==> config.mk <==
export PLATFORM = sky130hd
export DESIGN_NAME = fixed_point_math_unit_top_flat
export DESIGN_NICKNAME = d
export VERILOG_FILES = /design/src/rtl/fxm_pkg.sv /design/src/rtl/fxm_cmd_if.sv /design/src/rtl/fxm_rsp_if.sv /design/src/rtl/fxm_mul.sv /design/src/rtl/fxm_seq.sv /design/src/rtl/fixed_point_math_unit_top.sv /design/src/flat_wrapper.sv
export VERILOG_INCLUDE_DIRS = /design/src /design/src/rtl
export SDC_FILE = /design/constraint.sdc
export NUM_CORES = 2
export LEC_CHECK = 0
export ABC_AREA = 1
export BUFFER_PORTS_ARGS = -buffer_cell sky130_fd_sc_hd__clkbuf_2
export CORE_MARGIN = 2
export CORE_UTILIZATION = 45
export CTS_CLUSTER_SIZE = 28
export DETAILED_ROUTE_END_ITERATION = 10
export PLACE_DENSITY = 0.64
export SYNTH_ARGS = -nofsm -noshare
export SYNTH_HDL_FRONTEND = slang
export SYNTH_SLANG_ARGS = --single-unit
export TNS_END_PERCENT = 5
==> constraint.sdc <==
create_clock -name clk -period 16.52 [get_ports clk]
set_input_delay 1.652 -clock clk [delete_from_list [all_inputs] [get_ports clk]]
set_output_delay 1.652 -clock clk [all_outputs]
set_load 0.005 [all_outputs]
==> src/rtl/fixed_point_math_unit_top_macros.svh <==
// assertion macros for the fixed-point math unit
`ifndef FIXED_POINT_MATH_UNIT_TOP_MACROS_SVH
`define FIXED_POINT_MATH_UNIT_TOP_MACROS_SVH
`ifndef SYNTH
// same-cycle implication, checked outside reset
`define FXM_ASSERT_SAME(label, clk, rst, ante, cons) \
  label: assert property (@(posedge clk) disable iff (rst) (ante) |-> (cons)) \
    else $error("fxm same-cycle check failed");
// next-cycle implication, checked outside reset
`define FXM_ASSERT_NEXT(label, clk, rst, ante, cons) \
  label: assert property (@(posedge clk) disable iff (rst) (ante) |=> (cons)) \
    else $error("fxm next-cycle check failed");
`else
`define FXM_ASSERT_SAME(label, clk, rst, ante, cons)
`define FXM_ASSERT_NEXT(label, clk, rst, ante, cons)
`endif
`endif

==> src/rtl/fxm_pkg.sv <==
// shared types, operation codes and elaboration-time helpers of the math unit
`default_nettype none
package fxm_pkg;

  // operation codes
  localparam logic [1:0] OP_MUL  = 2'd0;
  localparam logic [1:0] OP_SQRT = 2'd1;
  localparam logic [1:0] OP_EXP2 = 2'd2;
  localparam logic [1:0] OP_LOG2 = 2'd3;

  // command beat as seen by the sequencer
  typedef struct packed {
    logic [1:0]  operation;
    logic [31:0] operand_a;
    logic [31:0] operand_b;
  } fxm_cmd_t;

  // finished result handed to the output register
  typedef struct packed {
    logic [31:0] result;
    logic        overflow;
  } fxm_res_t;

  // sequencer status
  typedef struct packed {
    logic idle;
    logic done;
  } fxm_stat_t;

  // number of significant bits, used for constants only
  function automatic int fxm_bit_len(input logic [63:0] p);
    int n;
    n = 0;
    for (int i = 0; i < 64; i++) begin
      if (p[i]) n = i + 1;
    end
    return n;
  endfunction

  // floored fixed-point square root, used for constants only
  function automatic logic [63:0] fxm_sqrt_fn(input logic [63:0] x, input int frac);
    logic [63:0] acc;
    logic [63:0] bitv;
    logic [63:0] sq;
    int          ib;
    acc = '0;
    if (x == '0) return '0;
    ib = fxm_bit_len(x);
    ib = (ib > frac) ? ib - frac : 0;
    ib = ib >> 1;
    bitv = 64'd1 << (frac + ib);
    for (int i = 0; i < 64; i++) begin
      if (bitv != '0) begin
        acc = acc | bitv;
        sq = (acc * acc) >> frac;
        if (sq > x) acc = acc ^ bitv;
        bitv = bitv >> 1;
      end
    end
    return acc;
  endfunction

  // 2.0 after k successive square roots, used for constants only
  function automatic logic [63:0] fxm_root_fn(input int frac, input int k);
    logic [63:0] root;
    root = 64'd2 << frac;
    for (int i = 0; i < 16; i++) begin
      if (i < k) root = fxm_sqrt_fn(root, frac);
    end
    return root;
  endfunction

endpackage
`default_nettype wire

==> src/rtl/fxm_cmd_if.sv <==
// command channel: operation and operands
`default_nettype none
interface fxm_cmd_if;
  logic        valid;
  logic        ready;
  logic [1:0]  operation;
  logic [31:0] operand_a;
  logic [31:0] operand_b;

  modport source (output valid, output operation, output operand_a, output operand_b,
                  input ready);
  modport sink (input valid, input operation, input operand_a, input operand_b,
                output ready);
endinterface
`default_nettype wire

==> src/rtl/fxm_rsp_if.sv <==
// response channel: result and overflow flag
`default_nettype none
interface fxm_rsp_if;
  logic        valid;
  logic        ready;
  logic [31:0] result;
  logic        overflow;

  modport source (output valid, output result, output overflow, input ready);
  modport sink (input valid, input result, input overflow, output ready);
endinterface
`default_nettype wire

==> src/rtl/fxm_mul.sv <==
// shared unsigned multiplier with registered full-width product
`default_nettype none
module fxm_mul #(
  parameter int MW = 32
) (
  input  logic            clk,
  input  logic [MW-1:0]   a,
  input  logic [MW-1:0]   b,
  output logic [2*MW-1:0] prod
);

  logic [2*MW-1:0] prod_next;

  // full product, zero extended operands
  assign prod_next = {{MW{1'b0}}, a} * {{MW{1'b0}}, b};

  // product register
  always_ff @(posedge clk) begin
    prod <= prod_next;
  end

endmodule
`default_nettype wire

==> src/rtl/fxm_seq.sv <==
// sequencer and datapath registers driving the shared multiplier
`default_nettype none
module fxm_seq
  import fxm_pkg::*;
#(
  parameter int WORD_BITS     = 32,
  parameter int FRACTION_BITS = 3
) (
  input  logic      clk,
  input  logic      rst,
  input  logic      start,
  input  fxm_cmd_t  cmd,
  input  logic      ack,
  output fxm_stat_t stat,
  output fxm_res_t  res
);

  localparam int W   = WORD_BITS;
  localparam int F   = FRACTION_BITS;
  localparam int MW  = (W >= F + 2) ? W : F + 2;
  localparam int PW  = 2 * MW;
  localparam int PSW = $clog2(W);

  // highest trial bit of the root; anything at or above the word width is always rejected
  localparam int SQ_TOP_I = (F + ((W - F) >> 1) < W - 1) ? F + ((W - F) >> 1) : W - 1;
  // first log2 search bit, clipped to the word
  localparam int L2_BL      = fxm_bit_len(64'(W - F));
  localparam int L2_TOP_I   = F + ((L2_BL > 0) ? L2_BL - 1 : 0);
  localparam int L2_START_I = (L2_TOP_I < W - 1) ? L2_TOP_I : W - 1;

  localparam logic [PSW-1:0] SQ_TOP   = PSW'(SQ_TOP_I);
  localparam logic [PSW-1:0] L2_START = PSW'(L2_START_I);
  localparam logic [PSW-1:0] TOP_POS  = PSW'(W - 1);
  localparam logic [PSW-1:0] F_LAST   = PSW'(F - 1);
  localparam logic [PSW:0]   F_POS    = (PSW + 1)'(F);
  localparam logic [MW-1:0]  FX_ONE   = MW'(1) << F;
  localparam logic [W-1:0]   WORD_MAX = '1;

  // sequencer states
  localparam logic [3:0] S_IDLE    = 4'd0;
  localparam logic [3:0] S_MUL_ISS = 4'd1;
  localparam logic [3:0] S_MUL_WB  = 4'd2;
  localparam logic [3:0] S_SQ_ISS  = 4'd3;
  localparam logic [3:0] S_SQ_WB   = 4'd4;
  localparam logic [3:0] S_L2_TRY  = 4'd5;
  localparam logic [3:0] S_EI_ISS  = 4'd6;
  localparam logic [3:0] S_EI_WB   = 4'd7;
  localparam logic [3:0] S_EF_CHK  = 4'd8;
  localparam logic [3:0] S_EF_WB   = 4'd9;
  localparam logic [3:0] S_DONE    = 4'd10;

  logic [3:0]     state, state_next;
  logic [1:0]     op, op_next;
  logic [W-1:0]   xa, xa_next;
  logic [W-1:0]   xb, xb_next;
  logic [PSW-1:0] pos, pos_next;
  logic [PSW-1:0] lpos, lpos_next;
  logic [MW-1:0]  acc, acc_next;
  logic [W-1:0]   y, y_next;
  logic [MW-1:0]  res_val, res_val_next;
  logic           res_ovf, res_ovf_next;

  logic [MW-1:0]  mul_a, mul_b;
  logic [PW-1:0]  prod;
  logic [PW-1:0]  scaled;
  logic [PW-1:0]  int_val;
  logic           over_w;
  logic           int_ovf;
  logic           sq_ok;
  logic [MW-1:0]  trial;
  logic [W-1:0]   lbit;
  logic [MW-1:0]  root_tab [W];

  // roots of 2.0 for each fraction position of the exponent
  for (genvar p = 0; p < W; p++) begin : g_root
    if (p < F) begin : g_frac
      localparam logic [63:0] ROOT = fxm_root_fn(F, F - p);
      assign root_tab[p] = ROOT[MW-1:0];
    end else begin : g_int
      assign root_tab[p] = '0;
    end
  end

  // shared multiplier
  fxm_mul #(
    .MW (MW)
  ) u_mul (
    .clk  (clk),
    .a    (mul_a),
    .b    (mul_b),
    .prod (prod)
  );

  // product evaluation; the root of zero keeps every trial bit clear
  assign trial   = acc | (MW'(1) << pos);
  assign lbit    = W'(1) << lpos;
  assign scaled  = prod >> F;
  assign over_w  = |scaled[PW-1:W];
  assign sq_ok   = !over_w && (scaled[W-1:0] <= xa) && (xa != '0);
  assign int_val = y[pos] ? {scaled[PW-2:0], 1'b0} : scaled;
  assign int_ovf = |int_val[PW-1:W];

  // multiplier operand selection
  always_comb begin
    mul_a = acc;
    mul_b = acc;
    case (state)
      S_MUL_ISS: begin
        mul_a = MW'(xa);
        mul_b = MW'(xb);
      end
      S_SQ_ISS: begin
        mul_a = trial;
        mul_b = trial;
      end
      S_EF_CHK: begin
        mul_b = root_tab[pos];
      end
      default: begin
        mul_a = acc;
        mul_b = acc;
      end
    endcase
  end

  // sequencer next state
  always_comb begin
    logic          exp_fin;
    logic          exp_ovf;
    logic [MW-1:0] exp_val;
    logic [MW-1:0] acc_new;
    logic [W-1:0]  y_new;
    state_next   = state;
    op_next      = op;
    xa_next      = xa;
    xb_next      = xb;
    pos_next     = pos;
    lpos_next    = lpos;
    acc_next     = acc;
    y_next       = y;
    res_val_next = res_val;
    res_ovf_next = res_ovf;
    exp_fin      = 1'b0;
    exp_ovf      = 1'b0;
    exp_val      = acc;
    acc_new      = acc;
    y_new        = y;
    unique case (state)
      S_IDLE: begin
        if (start) begin
          op_next = cmd.operation;
          xa_next = cmd.operand_a[W-1:0];
          xb_next = cmd.operand_b[W-1:0];
          unique case (cmd.operation)
            OP_MUL: begin
              state_next = S_MUL_ISS;
            end
            OP_SQRT: begin
              acc_next   = '0;
              pos_next   = SQ_TOP;
              state_next = S_SQ_ISS;
            end
            OP_EXP2: begin
              y_next     = cmd.operand_a[W-1:0];
              acc_next   = FX_ONE;
              pos_next   = TOP_POS;
              state_next = S_EI_ISS;
            end
            OP_LOG2: begin
              y_next     = '0;
              lpos_next  = L2_START;
              state_next = S_L2_TRY;
            end
          endcase
        end
      end
      S_MUL_ISS: begin
        state_next = S_MUL_WB;
      end
      S_MUL_WB: begin
        res_ovf_next = over_w;
        res_val_next = over_w ? MW'(WORD_MAX) : MW'(scaled[W-1:0]);
        state_next   = S_DONE;
      end
      S_SQ_ISS: begin
        state_next = S_SQ_WB;
      end
      S_SQ_WB: begin
        acc_new  = sq_ok ? trial : acc;
        acc_next = acc_new;
        if (pos == '0) begin
          res_val_next = acc_new;
          res_ovf_next = 1'b0;
          state_next   = S_DONE;
        end else begin
          pos_next   = pos - PSW'(1);
          state_next = S_SQ_ISS;
        end
      end
      S_L2_TRY: begin
        y_next     = y | lbit;
        acc_next   = FX_ONE;
        pos_next   = L2_START;
        state_next = S_EI_ISS;
      end
      S_EI_ISS: begin
        // no integer bits left to visit: go straight to the fraction
        if ({1'b0, pos} < F_POS) state_next = S_EF_CHK;
        else                     state_next = S_EI_WB;
      end
      S_EI_WB: begin
        if (int_ovf) begin
          exp_fin = 1'b1;
          exp_ovf = 1'b1;
        end else begin
          acc_next = MW'(int_val[W-1:0]);
          if ({1'b0, pos} == F_POS) begin
            pos_next   = F_LAST;
            state_next = S_EF_CHK;
          end else begin
            pos_next   = pos - PSW'(1);
            state_next = S_EI_ISS;
          end
        end
      end
      S_EF_CHK: begin
        if (y[pos]) begin
          state_next = S_EF_WB;
        end else if (pos == '0) begin
          exp_fin = 1'b1;
          exp_val = acc;
        end else begin
          pos_next = pos - PSW'(1);
        end
      end
      S_EF_WB: begin
        if (over_w) begin
          exp_fin = 1'b1;
          exp_ovf = 1'b1;
        end else begin
          acc_next = MW'(scaled[W-1:0]);
          exp_val  = MW'(scaled[W-1:0]);
          if (pos == '0) begin
            exp_fin = 1'b1;
          end else begin
            pos_next   = pos - PSW'(1);
            state_next = S_EF_CHK;
          end
        end
      end
      S_DONE: begin
        if (ack) state_next = S_IDLE;
      end
      default: begin
        state_next = S_IDLE;
      end
    endcase

    // end of one exp2 evaluation: either the answer or one log2 trial
    if (exp_fin) begin
      if (op == OP_EXP2) begin
        res_val_next = exp_ovf ? MW'(WORD_MAX) : exp_val;
        res_ovf_next = exp_ovf;
        state_next   = S_DONE;
      end else begin
        y_new = y;
        if (exp_ovf || (exp_val > MW'(xa))) y_new = y & ~lbit;
        y_next = y_new;
        if (lpos == '0) begin
          res_val_next = MW'(y_new);
          res_ovf_next = 1'b0;
          state_next   = S_DONE;
        end else begin
          lpos_next  = lpos - PSW'(1);
          state_next = S_L2_TRY;
        end
      end
    end
  end

  // control state
  always_ff @(posedge clk) begin
    if (rst) begin
      state <= S_IDLE;
    end else begin
      state <= state_next;
    end
  end

  // working registers
  always_ff @(posedge clk) begin
    op      <= op_next;
    xa      <= xa_next;
    xb      <= xb_next;
    pos     <= pos_next;
    lpos    <= lpos_next;
    acc     <= acc_next;
    y       <= y_next;
    res_val <= res_val_next;
    res_ovf <= res_ovf_next;
  end

  // status and result
  assign stat.idle    = (state == S_IDLE);
  assign stat.done    = (state == S_DONE);
  assign res.result   = 32'(res_val);
  assign res.overflow = res_ovf;

endmodule
`default_nettype wire

==> src/rtl/fixed_point_math_unit_top.sv <==
// Unsigned fixed-point math unit: multiply, square root, exp2 and log2.
// One command beat on cmd (operation, operand_a, operand_b) gives one response
// beat on rsp (result, overflow). Values are WORD_BITS wide with FRACTION_BITS
// fraction bits; a result that does not fit is saturated to all ones with
// overflow set. All arithmetic goes through one registered multiplier, stepped
// by a small sequencer, so the unit works on one command at a time and holds
// cmd.ready low until the sequencer is idle again.
// Steps per command: multiply issues to the multiplier, then writes back; square
// root does an issue/write-back pair per root bit from the top root bit down;
// exp2 does a pair per integer bit visited, then a check per fraction bit plus
// a write-back where that bit is set, cut short on overflow; log2 runs an exp2
// evaluation per search bit (8 search bits with defaults 32/3).
// A finished result waits in the output register; the sequencer takes the next
// command while it waits, and holds its own finished result until the register
// frees. A stalled rsp.ready therefore only stalls cmd after one more command.
// Reset (rst, synchronous) returns the sequencer to idle and empties the
// output register; no other state is kept between commands.
`default_nettype none
`include "fixed_point_math_unit_top_macros.svh"
module fixed_point_math_unit_top
  import fxm_pkg::*;
#(
  parameter int WORD_BITS     = 32,
  parameter int FRACTION_BITS = 3
) (
  input  logic clk,
  input  logic rst,
  fxm_cmd_if.sink   cmd,
  fxm_rsp_if.source rsp
);

  localparam logic [31:0] SAT_RESULT = 32'({WORD_BITS{1'b1}});

  fxm_cmd_t  seq_cmd;
  fxm_res_t  seq_res;
  fxm_stat_t stat;
  logic      start;
  logic      ack;
  logic      out_full;
  fxm_res_t  out_res;

  // command beat into the sequencer
  assign seq_cmd.operation = cmd.operation;
  assign seq_cmd.operand_a = cmd.operand_a;
  assign seq_cmd.operand_b = cmd.operand_b;
  assign cmd.ready         = stat.idle;
  assign start             = cmd.valid && stat.idle;

  fxm_seq #(
    .WORD_BITS     (WORD_BITS),
    .FRACTION_BITS (FRACTION_BITS)
  ) u_seq (
    .clk   (clk),
    .rst   (rst),
    .start (start),
    .cmd   (seq_cmd),
    .ack   (ack),
    .stat  (stat),
    .res   (seq_res)
  );

  // output register takes a result when empty or being drained
  assign ack = stat.done && (!out_full || rsp.ready);

  always_ff @(posedge clk) begin
    if (rst) begin
      out_full <= 1'b0;
    end else if (ack) begin
      out_full <= 1'b1;
    end else if (rsp.ready) begin
      out_full <= 1'b0;
    end
  end

  always_ff @(posedge clk) begin
    if (ack) out_res <= seq_res;
  end

  assign rsp.valid    = out_full;
  assign rsp.result   = out_res.result;
  assign rsp.overflow = out_res.overflow;

  // checks
  `FXM_ASSERT_NEXT(a_start_busy, clk, rst, start, !stat.idle)
  `FXM_ASSERT_NEXT(a_ack_loads, clk, rst, ack, out_full && stat.idle)
  `FXM_ASSERT_SAME(a_ovf_sat, clk, rst, rsp.valid && rsp.overflow, rsp.result == SAT_RESULT)

endmodule
`default_nettype wire
==> src/flat_wrapper.sv <==
// flat-port wrapper written by rule: the top's interface ports become plain ports
module fixed_point_math_unit_top_flat import fxm_pkg::*;
#(
  parameter int WORD_BITS     = 32,
  parameter int FRACTION_BITS = 3
)
  (clk, rst, cmd_valid, cmd_operation, cmd_operand_a, cmd_operand_b, cmd_ready, rsp_valid, rsp_result, rsp_overflow, rsp_ready);
  fxm_cmd_if cmd_i ();
  fxm_rsp_if rsp_i ();
  input  logic clk;
  input  logic rst;
  input wire logic [$bits(cmd_i.valid)-1:0] cmd_valid;
  input wire logic [$bits(cmd_i.operation)-1:0] cmd_operation;
  input wire logic [$bits(cmd_i.operand_a)-1:0] cmd_operand_a;
  input wire logic [$bits(cmd_i.operand_b)-1:0] cmd_operand_b;
  output wire logic [$bits(cmd_i.ready)-1:0] cmd_ready;
  output wire logic [$bits(rsp_i.valid)-1:0] rsp_valid;
  output wire logic [$bits(rsp_i.result)-1:0] rsp_result;
  output wire logic [$bits(rsp_i.overflow)-1:0] rsp_overflow;
  input wire logic [$bits(rsp_i.ready)-1:0] rsp_ready;
  assign cmd_i.valid = cmd_valid;
  assign cmd_i.operation = cmd_operation;
  assign cmd_i.operand_a = cmd_operand_a;
  assign cmd_i.operand_b = cmd_operand_b;
  assign cmd_ready = cmd_i.ready;
  assign rsp_valid = rsp_i.valid;
  assign rsp_result = rsp_i.result;
  assign rsp_overflow = rsp_i.overflow;
  assign rsp_i.ready = rsp_ready;
  fixed_point_math_unit_top #(.WORD_BITS(WORD_BITS), .FRACTION_BITS(FRACTION_BITS)) u_core (.clk(clk), .rst(rst), .cmd(cmd_i), .rsp(rsp_i));
endmodule
Word-level counts from Yosys, hierarchy flattened
Memory sizes are Yosys's and may differ from the RTL's.
Cells that the tools add are included.
{"block": "word_totals", "regBits": 275, "romBits": 1024, "in_bits": 70, "out_inout_bits": 35, "elab_cells": 147, "memories": 1}
{"block": "classes", "addsub": 2, "n_mul": 1, "order_cmp": 5, "n_eq_ne": 26, "shift": 2, "muxes": 69, "bitwise_logic": 5, "reduce_logical": 22}
{"memory": "(name not given)", "depth": 32, "word_bits": 32, "read_ports": 1, "rd_ports_with_merged_regs": 0, "wr": 0, "line_no": "fxm_seq.sv:117", "text": "mul_b = root_tab[pos];"}
{"cell": "2-to-1 mux 32 bit", "count": 17}
{"cell": "case mux 32 bit (2 select lines)", "count": 5}
{"cell": "case mux 32 bit (5 select lines)", "count": 1}
{"cell": "case mux 32 bit (3 select lines)", "count": 1}
{"cell": "multiplier 32 x 32 -> 64 bit", "count": 1}
{"cell": "bitwise OR 32 bit", "count": 2}
{"cell": "left shift 1 x 5 -> 32 bit (first input constant)", "count": 2}
{"cell": "2-to-1 mux 62 bit", "count": 1}
{"cell": "2-to-1 mux 5 bit", "count": 12}
{"cell": "2-to-1 mux 4 bit", "count": 12}
{"cell": "case mux 4 bit (11 select lines)", "count": 1}
{"cell": "AND 32 bit", "count": 1}
{"cell": "greater-than comparator 32 bit", "count": 1}
{"cell": "less-or-equal comparator 32 bit", "count": 1}
{"cell": "inverter 32 bit", "count": 1}
{"cell": "nonzero test 32 bit", "count": 1}
{"cell": "OR reduction 32 bit", "count": 1}
{"cell": "case mux 5 bit (6 select lines)", "count": 1}
{"cell": "OR reduction 29 bit", "count": 1}
{"cell": "equality test 4 x 3 -> 1 bit (second input constant)", "count": 4}
{"cell": "case mux 4 bit (4 select lines)", "count": 1}
{"cell": "!= test 3 bit (second input constant)", "count": 5}
{"cell": "equality test 4 bit (second input constant)", "count": 3}
{"cell": "2-to-1 mux 1 bit", "count": 12}
{"cell": "29 further kinds", "count": 44}

Depth between registers and ports, before layout
{"block": "depth", "word_depth": 11, "mapped_depth": 42, "depth_no_buf": 41}

Cells and area by module
Synthesis repeated with hierarchy kept, for this count alone.
{"block": "hier_totals", "cells_unflattened": 7172, "area_unflattened_um2": 52595.4}
{"mod": "fxm_mul", "n_inst": 1, "cells_each": 5023, "area_each_um2": 37354.6, "seq_area_each_um2": 1281.2}
{"mod": "fxm_seq", "n_inst": 1, "cells_each": 2108, "area_each_um2": 14194.9, "seq_area_each_um2": 4574.4}
{"mod": "fixed_point_math_unit_top", "n_inst": 1, "cells_each": 41, "area_each_um2": 1046.0, "seq_area_each_um2": 1011.0}

Worst setup path after synthesis
Ideal clock, no wire load.
{"block": "synth_timing", "path_type": "register to register", "startpoint": "register u_core.u_seq.pos[0]", "endpoint": "register u_core.u_seq.u_mul.prod[56]", "setup_ns": 0.112, "arrival_time_ns": 7.632, "required_time_ns": 16.408, "path_slack_ns": 8.775, "path_stages_with_launch": 38, "n_path_buf": 2, "period_less_slack_ns": 7.745, "path_cell_list": "edfxtp_1 > inv_2 > buf_2 > ha_1 > inv_1 > o31ai_1 > nand2_1 > a22oi_1 > inv_1 > clkbuf_1 > nor2_1 > fa_1 > fa_1 > fa_1 > inv_1 > fa_1 > inv_1 > fa_1 > [... 2 more ...] > inv_1 > fa_1 > inv_1 > fa_1 > inv_1 > ha_1 > nand2_1 > a21oi_1 > or2_2 > a21oi_1 > o21ai_0 > nand2_1 > nand3_1 > a21o_1 > nand2_1 > nand2_1 > nand2_1 > nand2_1"}
{"block": "synth_via", "elab_chain_cells": 6, "elab_cells_between_ends": 9, "cone_classes": "mul (1); shift (1); mux (4); bitwise (2); memory (1)"}
{"element": "start, declared", "line_no": "fxm_seq.sv:56", "text": "logic [PSW-1:0] pos, pos_next;"}
{"element": "start signal, assigned", "line_no": "fxm_seq.sv:295", "text": "pos <= pos_next;"}
{"element": "inverter 5 -> 6 bit (not written as such)", "line_no": "fxm_seq.sv:117"}
{"element": "memory read (32 x 32 bit)"}
{"element": "2-to-1 mux 32 bit (not written as such) (2 in a row)", "line_no": "fxm_seq.sv:117"}
{"element": "case mux 32 bit (3 select lines)", "line_no": "fxm_seq.sv:107", "text": "case (state)"}
{"element": "multiplier 32 x 32 -> 64 bit (*)", "line_no": "fxm_mul.sv:15", "text": "assign prod_next = {{MW{1'b0}}, a} * {{MW{1'b0}}, b};"}
{"element": "net u_core.u_seq.u_mul.prod_next[56]", "line_no": "fxm_mul.sv:12", "text": "logic [2*MW-1:0] prod_next;"}
{"element": "end signal, assigned", "line_no": "fxm_mul.sv:19", "text": "prod <= prod_next;"}
{"element": "end, declared", "line_no": "fxm_mul.sv:9", "text": "output logic [2*MW-1:0] prod"}
The timed path passes the listed nets; every way through them passes the cells marked *. The select of a mux whose other input is x is not followed.
A chain may end at the register's enable or synchronous reset.

Final worst setup path
{"block": "layout_timing", "startpoint": "register u_core.u_seq.state[0]", "endpoint": "register u_core.u_seq.u_mul.prod[46]"}
{"block": "layout_via", "elab_chain_cells": 3, "elab_cells_between_ends": 6, "cone_classes": "mul (1); eq/ne (3); mux (2)"}
{"element": "start, declared", "line_no": "fxm_seq.sv:52", "text": "logic [3:0] state, state_next;"}
{"element": "start signal, assigned", "line_no": "fxm_seq.sv:286", "text": "state <= state_next;"}
{"element": "equality test 4 bit, or another cell as far along", "line_no": "fxm_seq.sv:107"}
{"element": "case mux 32 bit (3 select lines) or case mux 32 bit (2 select lines) (tied branches)", "line_no": "fxm_seq.sv:107"}
{"element": "multiplier 32 x 32 -> 64 bit (*)", "line_no": "fxm_mul.sv:15"}
{"element": "net u_core.u_seq.u_mul.prod_next[46]", "line_no": "fxm_mul.sv:12"}
The timed path passes the listed nets; every way through them passes the cells marked *.

==> results.json <==
{
  "hp-class": "register to register",
  "fin_ws_ns": 5.86,
  "final_cell_mix": "1274 x inv_1, 1119 x nand2_1, 933 x nor2_1",
  "mostFrequentLayoutCell": "inv_1",
  "ant_nets": 0,
  "use_met2_pct": 49.8,
  "syn_nets": 7494,
  "min_period_over_period_pct": 64.5,
  "cts-hold-fix-buffers": 0,
  "tritoncts": "yes",
  "dpl-instance-area_sq_um": 51200,
  "met3_usage_pct": 8.30,
  "cts_root_buf": "clkbuf_16",
  "critPathTopFamily": "adder cells",
  "start_kind": "register",
  "grt_max_degree": 70,
  "cp_num_buf_inv": 11,
  "synth-edff-count": 136,
  "wl_per_cell_um": 23.8,
  "timing.hold.ws_ns": 0.446,
  "nets": 7469,
  "status": "finished, final reports clean",
  "setup_violations": 0,
  "relSlewSlack_pct": 20.4,
  "seq_area_frac_synth_pct": 13.8,
  "nFillCells": 10732,
  "ys_types": 58,
  "synth_flop_cell": "edfxtp_1",
  "rows": 121,
  "required_ns": 17.02,
  "gp_congestion": 1.05,
  "crit_path_top_delay_cell": "nor3_1",
  "yosys_register_bits": 272,
  "synth-warning-count": 0,
  "antenna_found_initial": 2,
  "slew_violations": 0,
  "clk_pin_slew_ns": 0.06,
  "critical_path_class": "register to register",
  "wirelength_mm": 181,
  "die_x_um": 335,
  "worst_pin_slew_ns": 1.19,
  "drc_errors": 0,
  "cts.path.max_buffers": 3,
  "via_per_inst": 5.62,
  "clock.fmax_mhz": 93.8,
  "slowest_delay_ns": 0.68,
  "fin_area_sq_um": 52300,
  "start_util_pct": 45.4,
  "path_common_cell": "fa_1",
  "io_pins": 105,
  "fp.dieArea_sq_um": 112000,
  "track_usage_pct": 32.7,
  "port_buffers": 104,
  "pre_cts_ws_ns": 6.16,
  "grt_overflow": 0,
  "area_growth_pct": 5.94,
  "clk_latency_ns": 0.56,
  "grt_pass1_vias": 43772,
  "fin_skew_ns": 0.0247,
  "endpoint_kind": "register",
  "post_cts_buffers": 0,
  "cts_sinks": 272,
  "grt_pass1_wl_mm": 274,
  "cts_resized": 0,
  "synth_area_sq_um": 49400,
  "htree_levels": 2,
  "rsz0062_at_grt": "no",
  "busiest_layer": "met2",
  "dpl.hpwl_mm": 142,
  "core_area_sq_um": 109000,
  "async_flop_share_pct": 0,
  "fin_crit_ns": 10.66,
  "report.final.hold_viol_count": 0,
  "use_met1_pct": 43.9,
  "cp.arrival_ns": 11.16,
  "rrSetupSlack_ns": 5.86,
  "numCtsBuffers": 34,
  "syn_inst": 6189,
  "die_h_um": 335,
  "crit_fanout": 30,
  "maxCapViolCount": 0,
  "fin_setup_tns_ns": 0,
  "drt_pre_antenna_iters": 8,
  "drtIter0Drc": 4367,
  "syn_avg_cell_area_sq_um": 7.98,
  "vias": 42732,
  "drive_above_1_share_pct": 6.09
}
[final timing paths]
check | endpoint | depth (start not counted) | startpoint
max | u_core.u_seq.u_mul.prod[46] | 34 | u_core.u_seq.state[0]
min | u_core.rsp.overflow | 0 | u_core.u_seq.res_ovf
max reg2reg | u_core.u_seq.u_mul.prod[46] | 34 | u_core.u_seq.state[0]
min reg2reg | u_core.rsp.overflow | 0 | u_core.u_seq.res_ovf
[cell families (layout without fill, tap and decap cells)]
kind of cell | count (synthesis) | in the layout | share of synthesized area (%)
DFF | 272 | 272 | 13.8
buffers and inverters | 1598 | 1598 | 12.7
and+or+nand+nor | 2378 | 2378 | 19.3
AOI/OAI and AO/OA | 644 | 644 | 8.16
other | 0 | 1 | 0
xor gates and xnor gates | 62 | 62 | 1.10
adders and majority gates | 1235 | 1235 | 44.9
[metal layers]
metal | routed length (um) | share of wire (%)
met5 | 0 | 0
met4 | 9960 | 5.5
met1 | 71700 | 40
met3 | 21100 | 12
met2 | 78600 | 43
[metrics by stage]
step                std cells  utilization (%)
CTS                      7603             48.1
detailed placement       7542             47.1
global placement         7541             47.1
global route             7603             48.1
finish                   7604             48.1
floorplan                6189                -
[final cells by class]
class	instances	area [sq um]	share of cell area, %
clock buffers	42	933	1.78
multi-input cells	4319	36400	69.5
repair buffers	200	1240	2.37
diodes	1	2.50	0.00478
well taps	1414	1770	3.38
clock inverters	19	165	0.316
flip-flops and latches	272	6810	13.0
inverters	1337	5030	9.60
[registers in the layout, indices dropped and copies added (netlist names), 2 cells and up]
signal / flops
u_core.u_seq.acc: 32
u_core.u_seq.op: 2
u_core.u_seq.pos: 5
u_core.u_seq.res_val: 32
u_core.u_seq.lpos: 5
u_core.rsp.result: 32
u_core.u_seq.xa: 32
u_core.u_seq.xb: 32
u_core.u_seq.u_mul.prod: 61
u_core.u_seq.y: 32
u_core.u_seq.state: 4
[cell usage after synthesis (4+ instances only)]
master | instances | share of area (%)
o21ai_1 | 18 | 0.18
fa_1 | 896 | 36
o21ai_0 | 163 | 1.7
a221o_1 | 4 | 0.081
nor4_1 | 18 | 0.23
inv_2 | 44 | 0.33
a21oi_1 | 175 | 1.8
a221oi_1 | 20 | 0.35
buf_4 | 17 | 0.26
nor3_1 | 34 | 0.34
buf_6 | 5 | 0.11
buf_2 | 147 | 1.5
nor2_2 | 7 | 0.089
nand4_1 | 48 | 0.61
a22oi_1 | 36 | 0.55
dfxtp_1 | 136 | 5.5
nand2_2 | 6 | 0.076
a21oi_2 | 4 | 0.071
nor2_1 | 937 | 7.1
a22oi_2 | 6 | 0.15
buf_1 | 9 | 0.068
nand3_2 | 4 | 0.081
o21bai_1 | 9 | 0.14
ha_1 | 339 | 8.6
o21ai_2 | 18 | 0.32
xor2_1 | 46 | 0.82
nor2_4 | 4 | 0.091
xnor2_1 | 16 | 0.28
o31ai_1 | 4 | 0.061
a21o_1 | 14 | 0.21
o22ai_1 | 19 | 0.24
nand2_1 | 1119 | 8.5
o211ai_1 | 83 | 1.3
o21a_1 | 35 | 0.53
clkinv_1 | 14 | 0.11
clkbuf_1 | 83 | 0.63
edfxtp_1 | 136 | 8.3
a31oi_1 | 18 | 0.23
a32oi_1 | 4 | 0.071
inv_1 | 1276 | 9.7
or2_2 | 4 | 0.051
nand3_1 | 185 | 1.9
[worst reg2reg max path, delay by kind of cell, from the launching register on]
kind / cells / cell delay (ns)
AO/OA/AOI/OAI: 3 / 0.61
adder cells (fa/ha/maj): 9 / 4.48
buffers and inverters: 11 / 2.71
flip-flops: 1 / 0.55
AND/OR/NAND/NOR: 11 / 2.24
Power is not shown: default switching activity piles up to over one toggle a cycle in this logic, so the estimate is an artifact.
